<file path="config.mk">
export PLATFORM = sky130hd
export DESIGN_NAME = node_registry_interval_scheduler
export DESIGN_NICKNAME = d
export VERILOG_FILES = /design/src/hdl/nris_pkg.sv /design/src/hdl/node_registry_interval_scheduler.sv /design/src/hdl/nris_ctrl.sv /design/src/hdl/nris_datapath.sv /design/src/hdl/nris_ram.sv
export VERILOG_INCLUDE_DIRS = /design/src /design/src/hdl
export SDC_FILE = /design/constraint.sdc
export NUM_CORES = 2
export LEC_CHECK = 0
export BUFFER_PORTS_ARGS = -buffer_cell sky130_fd_sc_hd__buf_2
export CORE_MARGIN = 1.5
export CORE_UTILIZATION = 50
export DETAILED_ROUTE_END_ITERATION = 12
export PLACE_DENSITY = 0.77
export SETUP_SLACK_MARGIN = 0.2
export SLEW_MARGIN = 30
export SYNTH_ARGS = -nofsm -noshare
export SYNTH_HDL_FRONTEND = slang
export SYNTH_HIERARCHICAL = 1
export SYNTH_SLANG_ARGS = --single-unit
export TNS_END_PERCENT = 30
</file>
<file path="constraint.sdc">
create_clock -name clk -period 23.1 [get_ports clk]
set_clock_uncertainty 0.15 [all_clocks]
set_input_delay 4.62 -clock clk [delete_from_list [all_inputs] [get_ports clk]]
set_output_delay 4.62 -clock clk [all_outputs]
set_load 0.01 [all_outputs]
</file>
<file path="src/hdl/node_registry_interval_scheduler_macros.svh">
// assertion macros for the node registry and interval scheduler
`ifndef NODE_REGISTRY_INTERVAL_SCHEDULER_MACROS_SVH
`define NODE_REGISTRY_INTERVAL_SCHEDULER_MACROS_SVH

// property that must hold on every clock edge outside reset
`define NRIS_ASSERT(label, prop, msg) \
    label: assert property (@(posedge clk) disable iff (!rst_n) (prop)) else $error(msg);

// implication checked on the next clock edge
`define NRIS_ASSERT_NEXT(label, ante, cons, msg) \
    label: assert property (@(posedge clk) disable iff (!rst_n) (ante) |=> (cons)) \
        else $error(msg);

`endif

</file>
<file path="src/hdl/nris_pkg.sv">
// types and codes shared by the node registry and interval scheduler
package nris_pkg;

    localparam logic [1:0] REQ_LOOKUP = 2'd0;
    localparam logic [1:0] REQ_ADD    = 2'd1;
    localparam logic [1:0] REQ_TICK   = 2'd2;

    localparam logic [1:0] KIND_NODE     = 2'd0;
    localparam logic [1:0] KIND_ADDED    = 2'd1;
    localparam logic [1:0] KIND_DISPATCH = 2'd2;

    localparam int MAX_RESULTS = 64;

    typedef struct packed {
        logic [1:0]  req_type;
        logic [63:0] node_address;
        logic [31:0] interval;
        logic [7:0]  handler_id;
        logic        scope_all;
        logic [31:0] current_time;
    } request_t;

    typedef struct packed {
        logic [1:0] result_kind;
        logic [2:0] node_id;
        logic       status;
        logic [7:0] fired_handler;
        logic       dispatch_all;
        logic [3:0] node_count;
        logic       last;
    } result_t;

    // controller to datapath
    typedef struct packed {
        logic load;       // capture request
        logic clr_idx;    // reset scan index
        logic inc_idx;    // advance scan index
        logic clr_h;      // reset handler index
        logic inc_h;      // advance handler index
        logic node_app;   // append node address
        logic slot_join;  // append handler to matched slot
        logic slot_new;   // open new slot
        logic resched;    // reschedule current slot
        logic emit_node;
        logic emit_add;
        logic emit_disp;
        logic mark_last;  // emit flagged as final
        logic tick_any;   // mark that a dispatch went out
    } ctrl_t;

    // datapath to controller
    typedef struct packed {
        logic [1:0] req_type;
        logic       node_end;    // scan index reached node count
        logic       node_hit;
        logic       node_full;
        logic       slot_end;    // scan index reached slot count
        logic       slot_hit;
        logic       slot_full;
        logic       slot_due;
        logic       h_end;       // handler index reached count
        logic       h_full;      // matched slot has no room
        logic       h_last;      // current handler is the slot's last
        logic       later_due;   // another due slot with handlers follows
        logic       cap_ok;
        logic       any_sent;
    } stat_t;

endpackage

</file>
<file path="src/hdl/node_registry_interval_scheduler.sv">
// top level of the node registry and interval scheduler
//
//  channel  | handshake          | payload
//  request  | start / busy       | req     (nris_pkg::request_t)
//  result   | done strobe        | result  (nris_pkg::result_t)
//
// lookup: one node table entry compared per cycle in the scan
// add: one slot compared per cycle
// tick: scans the slots in use and, for each due slot, reads its handlers
// from one ram port one per cycle; an unused request type returns to idle
// without a result
// reset empties the slot table and leaves only the own node; no clearing pass
// results are shown for one cycle each; the receiver cannot stall
module node_registry_interval_scheduler
#(
    parameter int NODE_SLOTS        = 8,
    parameter int HANDLERS_PER_SLOT = 8,
    parameter int INTERVAL_SLOTS    = 8
)
(
    input  logic               clk,
    input  logic               rst_n,
    input  logic               start,
    output logic               busy,
    input  nris_pkg::request_t req,
    output logic               done,
    output nris_pkg::result_t  result
);

    nris_pkg::ctrl_t ct;
    nris_pkg::stat_t st;

    nris_ctrl u_ctrl
    (
        .clk   (clk),
        .rst_n (rst_n),
        .start (start),
        .busy  (busy),
        .st    (st),
        .ct    (ct)
    );

    nris_datapath #(
        .NODE_SLOTS        (NODE_SLOTS),
        .HANDLERS_PER_SLOT (HANDLERS_PER_SLOT),
        .INTERVAL_SLOTS    (INTERVAL_SLOTS)
    ) u_dp
    (
        .clk    (clk),
        .rst_n  (rst_n),
        .req    (req),
        .ct     (ct),
        .st     (st),
        .done   (done),
        .result (result)
    );

endmodule

</file>
<file path="src/hdl/nris_ctrl.sv">
// controller state machine for the node registry and interval scheduler
`include "node_registry_interval_scheduler_macros.svh"

module nris_ctrl
(
    input  logic            clk,
    input  logic            rst_n,
    input  logic            start,
    output logic            busy,
    input  nris_pkg::stat_t st,
    output nris_pkg::ctrl_t ct
);

    localparam logic [2:0] S_IDLE = 3'd0;
    localparam logic [2:0] S_DEC  = 3'd1;
    localparam logic [2:0] S_NODE = 3'd2;
    localparam logic [2:0] S_ADD  = 3'd3;
    localparam logic [2:0] S_SLOT = 3'd4;
    localparam logic [2:0] S_DISP = 3'd5;

    logic [2:0] state_reg, state_next;

    // state register
    always_ff @(posedge clk or negedge rst_n)
    begin
        if (!rst_n)
        begin
            state_reg <= S_IDLE;
        end
        else
        begin
            state_reg <= state_next;
        end
    end

    assign busy = (state_reg != S_IDLE);

    // next state and commands
    always_comb
    begin
        state_next = state_reg;
        ct = '0;
        case (state_reg)
            S_IDLE:
            begin
                if (start)
                begin
                    ct.load = 1'b1;
                    ct.clr_idx = 1'b1;
                    ct.clr_h = 1'b1;
                    state_next = S_DEC;
                end
            end
            S_DEC:
            begin
                case (st.req_type)
                    nris_pkg::REQ_LOOKUP: state_next = S_NODE;
                    nris_pkg::REQ_ADD:    state_next = S_ADD;
                    nris_pkg::REQ_TICK:   state_next = S_SLOT;
                    default:              state_next = S_IDLE;
                endcase
            end
            S_NODE:
            begin
                if (st.node_hit)
                begin
                    ct.emit_node = 1'b1;
                    state_next = S_IDLE;
                end
                else if (st.node_end)
                begin
                    ct.node_app = !st.node_full;
                    ct.emit_node = 1'b1;
                    state_next = S_IDLE;
                end
                else
                begin
                    ct.inc_idx = 1'b1;
                end
            end
            S_ADD:
            begin
                if (st.slot_hit)
                begin
                    ct.slot_join = !st.h_full;
                    ct.emit_add = 1'b1;
                    state_next = S_IDLE;
                end
                else if (st.slot_end)
                begin
                    ct.slot_new = !st.slot_full;
                    ct.emit_add = 1'b1;
                    state_next = S_IDLE;
                end
                else
                begin
                    ct.inc_idx = 1'b1;
                end
            end
            S_SLOT:
            begin
                ct.clr_h = 1'b1;
                if (st.slot_end)
                begin
                    state_next = S_IDLE;
                end
                else if (st.slot_due && !st.h_end)
                begin
                    state_next = S_DISP;
                end
                else
                begin
                    ct.resched = st.slot_due;
                    ct.inc_idx = 1'b1;
                end
            end
            S_DISP:
            begin
                ct.emit_disp = st.cap_ok;
                ct.tick_any = st.cap_ok;
                ct.mark_last = st.h_last && !st.later_due;
                ct.inc_h = 1'b1;
                if (st.h_last)
                begin
                    ct.resched = 1'b1;
                    ct.inc_idx = 1'b1;
                    ct.clr_h = 1'b1;
                    state_next = S_SLOT;
                end
            end
            default:
            begin
                state_next = S_IDLE;
            end
        endcase
    end

    `NRIS_ASSERT(a_one_emit, $onehot0({ct.emit_node, ct.emit_add, ct.emit_disp}), "two emits")
    `NRIS_ASSERT_NEXT(a_start_busy, start && !busy, busy, "request not taken")
    `NRIS_ASSERT(a_idle_quiet, !(state_reg == S_IDLE) || !(ct.inc_idx || ct.emit_disp),
        "idle controller issues work")

endmodule

</file>
<file path="src/hdl/nris_datapath.sv">
// tables, scan indices and result register of the scheduler
`include "node_registry_interval_scheduler_macros.svh"

module nris_datapath
#(
    parameter int NODE_SLOTS        = 8,
    parameter int HANDLERS_PER_SLOT = 8,
    parameter int INTERVAL_SLOTS    = 8
)
(
    input  logic               clk,
    input  logic               rst_n,
    input  nris_pkg::request_t req,
    input  nris_pkg::ctrl_t    ct,
    output nris_pkg::stat_t    st,
    output logic               done,
    output nris_pkg::result_t  result
);

    localparam int NW = $clog2(NODE_SLOTS + 1);
    localparam int NI = (NODE_SLOTS > 1) ? $clog2(NODE_SLOTS) : 1;
    localparam int SW = $clog2(INTERVAL_SLOTS + 1);
    localparam int SI = (INTERVAL_SLOTS > 1) ? $clog2(INTERVAL_SLOTS) : 1;
    localparam int HW = $clog2(HANDLERS_PER_SLOT + 1);
    localparam int HI = (HANDLERS_PER_SLOT > 1) ? $clog2(HANDLERS_PER_SLOT) : 1;
    localparam int IW = (NW > SW) ? NW : SW;
    localparam int KW = $clog2(nris_pkg::MAX_RESULTS + 1);
    localparam int HD = 1 << (SI + HI);

    nris_pkg::request_t req_reg;
    logic [63:0] node_tab [NODE_SLOTS];
    logic [NW-1:0] nodes_reg;
    logic [31:0] period_tab [INTERVAL_SLOTS];
    logic [31:0] due_tab [INTERVAL_SLOTS];
    logic [HW-1:0] hcnt_tab [INTERVAL_SLOTS];
    logic [SW-1:0] slots_reg;
    logic [IW-1:0] idx_reg;
    logic [HW-1:0] h_reg;
    logic [KW-1:0] sent_reg;
    logic [SI-1:0] si;
    logic [NI-1:0] ni;
    logic [SI+HI-1:0] rd_addr, wr_addr;
    logic [8:0] wr_data, rd_data;
    logic wr_en;
    nris_pkg::result_t result_reg, result_next;
    logic done_reg;
    logic [INTERVAL_SLOTS-1:0] due_vec;
    logic later;

    assign si = idx_reg[SI-1:0];
    assign ni = idx_reg[NI-1:0];

    // due flags for slots beyond the current one
    always_comb
    begin
        for (int s = 0; s < INTERVAL_SLOTS; s++)
        begin
            due_vec[s] = (SW'(s) < slots_reg) && (req_reg.current_time >= due_tab[s])
                && (hcnt_tab[s] != '0) && (IW'(s) > idx_reg);
        end
        later = |due_vec;
    end

    // status towards the controller
    always_comb
    begin
        st.req_type  = req_reg.req_type;
        st.node_end  = (idx_reg >= IW'(nodes_reg));
        st.node_hit  = !st.node_end && (node_tab[ni] == req_reg.node_address);
        st.node_full = (nodes_reg == NW'(NODE_SLOTS));
        st.slot_end  = (idx_reg >= IW'(slots_reg));
        st.slot_hit  = !st.slot_end && (period_tab[si] == req_reg.interval);
        st.slot_full = (slots_reg == SW'(INTERVAL_SLOTS));
        st.slot_due  = (req_reg.current_time >= due_tab[si]);
        st.h_end     = (h_reg >= hcnt_tab[si]);
        st.h_full    = (hcnt_tab[si] == HW'(HANDLERS_PER_SLOT));
        st.h_last    = (h_reg + HW'(1) >= hcnt_tab[si]);
        st.later_due = later;
        st.cap_ok    = (sent_reg < KW'(nris_pkg::MAX_RESULTS));
        st.any_sent  = (sent_reg != '0);
    end

    // handler store, read at the next handler of the scanned slot
    always_comb
    begin
        wr_en = ct.slot_join || ct.slot_new;
        wr_addr = {si, ct.slot_new ? HI'(0) : hcnt_tab[si][HI-1:0]};
        wr_data = {req_reg.scope_all, req_reg.handler_id};
        rd_addr = {si, ct.inc_h ? h_reg[HI-1:0] + HI'(1) : h_reg[HI-1:0]};
        if (ct.clr_h)
        begin
            rd_addr = {ct.inc_idx ? si + SI'(1) : si, HI'(0)};
        end
    end

    nris_ram #(.WIDTH(9), .DEPTH(HD)) u_hram
    (
        .clk   (clk),
        .we    (wr_en),
        .waddr (wr_addr),
        .wdata (wr_data),
        .raddr (rd_addr),
        .rdata (rd_data)
    );

    // request capture, counters and indices
    always_ff @(posedge clk or negedge rst_n)
    begin
        if (!rst_n)
        begin
            nodes_reg <= NW'(1);
            slots_reg <= '0;
            idx_reg   <= '0;
            h_reg     <= '0;
            sent_reg  <= '0;
            done_reg  <= 1'b0;
        end
        else
        begin
            done_reg <= ct.emit_node || ct.emit_add || ct.emit_disp;
            if (ct.load)
            begin
                sent_reg <= '0;
            end
            else if (ct.tick_any)
            begin
                sent_reg <= sent_reg + KW'(1);
            end
            if (ct.clr_idx)
            begin
                idx_reg <= '0;
            end
            else if (ct.inc_idx)
            begin
                idx_reg <= idx_reg + IW'(1);
            end
            if (ct.clr_h)
            begin
                h_reg <= '0;
            end
            else if (ct.inc_h)
            begin
                h_reg <= h_reg + HW'(1);
            end
            if (ct.node_app)
            begin
                nodes_reg <= nodes_reg + NW'(1);
            end
            if (ct.slot_new)
            begin
                slots_reg <= slots_reg + SW'(1);
            end
        end
    end

    // node table, cleared at reset so entry 0 holds the own address
    always_ff @(posedge clk or negedge rst_n)
    begin
        if (!rst_n)
        begin
            for (int n = 0; n < NODE_SLOTS; n++)
            begin
                node_tab[n] <= '0;
            end
        end
        else if (ct.node_app)
        begin
            node_tab[ni] <= req_reg.node_address;
        end
    end

    always_ff @(posedge clk)
    begin
        if (ct.load)
        begin
            req_reg <= req;
        end
        if (ct.slot_new)
        begin
            period_tab[si] <= req_reg.interval;
            due_tab[si]    <= req_reg.current_time + req_reg.interval;
            hcnt_tab[si]   <= HW'(1);
        end
        if (ct.slot_join)
        begin
            hcnt_tab[si] <= hcnt_tab[si] + HW'(1);
        end
        if (ct.resched)
        begin
            due_tab[si] <= req_reg.current_time + period_tab[si];
        end
        result_reg <= result_next;
    end

    // result word
    always_comb
    begin
        result_next = '0;
        result_next.last = 1'b1;
        if (ct.emit_node)
        begin
            result_next.result_kind = nris_pkg::KIND_NODE;
            if (st.node_hit)
            begin
                result_next.node_id = 3'(idx_reg);
            end
            else if (st.node_full)
            begin
                result_next.status = 1'b1;
            end
            else
            begin
                result_next.node_id = 3'(nodes_reg);
            end
        end
        else if (ct.emit_add)
        begin
            result_next.result_kind = nris_pkg::KIND_ADDED;
            result_next.status = st.slot_hit ? st.h_full : st.slot_full;
        end
        else if (ct.emit_disp)
        begin
            result_next.result_kind   = nris_pkg::KIND_DISPATCH;
            result_next.fired_handler = rd_data[7:0];
            result_next.dispatch_all  = rd_data[8];
            result_next.node_count    = 4'(nodes_reg);
            result_next.last          = ct.mark_last ||
                (sent_reg == KW'(nris_pkg::MAX_RESULTS - 1));
        end
    end

    assign done = done_reg;
    assign result = result_reg;

    `NRIS_ASSERT(a_nodes_range, nodes_reg != '0 && nodes_reg <= NW'(NODE_SLOTS),
        "node count out of range")
    `NRIS_ASSERT(a_slots_range, slots_reg <= SW'(INTERVAL_SLOTS), "slot count out of range")
    `NRIS_ASSERT_NEXT(a_append_grows, ct.node_app, nodes_reg == $past(nodes_reg) + NW'(1),
        "node append lost")

endmodule

</file>
<file path="src/hdl/nris_ram.sv">
// generic single write port ram with registered read
module nris_ram
#(
    parameter int WIDTH = 9,
    parameter int DEPTH = 64
)
(
    input  logic                     clk,
    input  logic                     we,
    input  logic [$clog2(DEPTH)-1:0] waddr,
    input  logic [WIDTH-1:0]         wdata,
    input  logic [$clog2(DEPTH)-1:0] raddr,
    output logic [WIDTH-1:0]         rdata
);

    logic [WIDTH-1:0] mem [DEPTH];

    // write and registered read
    always_ff @(posedge clk)
    begin
        if (we)
        begin
            mem[waddr] <= wdata;
        end
        rdata <= mem[raddr];
    end

endmodule
</file>
==> metrics.md <==
| Metric | Value |
|---|---|
| Status | `finished clean` |
| CP max FO | `60` |
| DRC viols | `0` |
| Hold_buf cts | `0` |
| Util after Layout | `0.562` |
| Height of the die | `approximately 400 µm` |
| CTS H-tree lvls | `4` |
| Root Buffer Master | `clkbuf_16` |
| Synth Cell Area | `around 81000 µm²` |
| Via count | `a little under 50k` |
| Total power | `~9500 µW` |
| Drt initial violations | `6216` |
| PD cells | `105 nW/µm²` |
| Fin nets | `around 5.9k` |
| Type of the worst setup path | `flop to flop` |
| Port-buffer cells | `~160` |
| Largest Register | `u_dp/u_hram/mem` |
| Final ANT Viol Nets | `0` |
| Vias/cell | `approximately 6.4` |
| Area of the multi-input gates | `~27000 µm²` |
| Number of buffers created by CTS | `approximately 180` |
| Maximum root-to-sink buffer count | `3` |
| DIE AREA | `165000 µm²` |
| Initial antenna violation count | `20` |
| Worst EP required | `between 20000 and 25000 ps` |
| Worst path most repeated cell | `a21oi_1` |
| Filler cells | `roughly 12k` |
| Vias in the first global route | `49.6k` |
| GP Congestion | `just over 0.9` |
| Final hold vios | `0` |
| WL met2 | `roughly 99 mm` |
| Finished Layout Cells | `between 7k and 8k` |
| Core Area | `161000 µm²` |
| Syn avg cell area | `approximately 15 µm²` |
| Clock Sinks | `roughly 1.8k` |
| Placed Cells | `between 7k and 8k` |
| DRT met1 WL | `slightly below 90 mm` |
| Setup TNS | `0 ps` |
| Total congestion overflow | `0` |
| Worst min path class | `flop to flop` |
| CP max-delay cell | `buf_4` |
| Pre-antenna DRT Iters | `7` |
| Fmax | `0.102 GHz` |
| Number of flip-flops in the largest register | `between 500 and 600` |
| Reg area | `between 50000 and 60000 µm²` |
| Die width | `406 µm` |
| Synth warnings | `6` |
| Synthesized instance count | `approximately 5.3k` |
| Final Critical Period | `9760 ps` |
| Pin count of the biggest net entering global routing | `~120` |
| Worst EP arrival | `roughly 10000 ps` |
| Leakage | `between 0.03 and 0.04 µW` |
| Largest regs | `u_dp/u_hram/mem x576, u_dp/node_tab x512` |
| Initial Util | `0.505` |
| Routed WL per cell | `~28 µm` |
| Setup bufs post-CTS | `0` |
| Routed wl met3 | `between 20 and 25 mm` |
| Area growth, synth to finish | `11.5%` |
| Clk_lat worst skew | `~840 ps` |
| Share of layout cells above drive strength 1 | `0.243` |
| Gr usage total | `0.263` |
| IO Count | `between 150 and 200` |
| Syn Nets | `around 5.7k` |
| Top Metal Used | `met5` |
| Max VDD drop | `0.0801 mV` |
| Period utilisation layout | `0.423` |
| Detailed Place HPWL | `136 mm` |
| Row count | `147` |
| Max-capacitance violation count | `0` |
| Setup violations, final | `0` |
| Worst-margin pin slew | `about 1000 ps` |
| TritonCTS clock tree | `built` |
| Final WL | `217 mm` |
| RSZ-0062 raised after global routing | `false` |
| Final Max Slew Viols | `0` |
| CP Launch Type | `flop` |
| Worst stage delay on the critical path | `approximately 750 ps` |
| Rel. slew slack | `0.332` |
| Setup crit end kind | `flop` |
| First-pass GRT wire length | `322 mm` |
| Clk slew on worst S/H paths | `60 ps` |
| CTS resizes | `0` |
through the flow:
stage,setup WS (ps),area [µm²],hold WS (ps)
floorplan,15580,81100,256
global placement,13960,84100,332
detailed placement,13660,84200,337
CTS,13570,90300,350
global route,12870,90400,359
finish,13340,90400,349
power by group:
group | switching (µW) | internal, µW
sequential | 270 | 3940
combinational | 1390 | 933
clock | 1300 | 1680
final timing paths:
kind                            cells after the start                  end  slack [ps]          startpoint
worst max-delay path                               32  u_dp/due_tab[2][28]       13340     u_dp/idx_reg[0]
worst min-delay path                                1   u_dp/node_tab[128]         350  u_dp/node_tab[128]
worst max register to register                     32  u_dp/due_tab[2][28]       13340     u_dp/idx_reg[0]
worst min register to register                      1   u_dp/node_tab[128]         350  u_dp/node_tab[128]
max in group asynchronous                           4   u_dp/node_tab[450]       16950               rst_n
min in group asynchronous                           1   u_dp/node_tab[144]        3700               rst_n
placed cells by master (no fill, tap or decap), types with 119 or more instances in the layout:
cell type and n:
edfxtp_1 1259, mux2_2 543, dfrtp_1 535, ha_1 316, inv_1 251, nor2_1 194
mux4_2 190, clkbuf_16 184, buf_2 163, a21oi_1 157, a221oi_1 155, a22oi_1 147
nand2_1 119
cell type report:
cell class              count  share of cell area
well taps                2160              0.0299
clock buffers             256              0.0555
multi-input cells        2873               0.299
flip-flops and latches   1827               0.574
clock inverters            85              0.0114
repair buffers            261              0.0192
diodes                      6            0.000166
inverters                 256              0.0106
layer usage:
metal	vias up	track usage
met3	527	0.0536
met1	25200	0.369
met5	-	0
met4	22	0.0968
met2	2742	0.408
li1	20700	-
worst max-delay path: cells and delay by family (launching register included):
kind / cells / cell delay (ps)
AO/OA/AOI/OAI: 17 / 3670
XOR/XNOR: 1 / 540
adder cells (fa/ha/maj): 2 / 600
buffers and inverters: 5 / 2460
flip-flops: 1 / 610
multiplexers: 1 / 420
AND/OR/NAND/NOR: 6 / 880
Note: power is estimated with default switching activity, not from simulation.
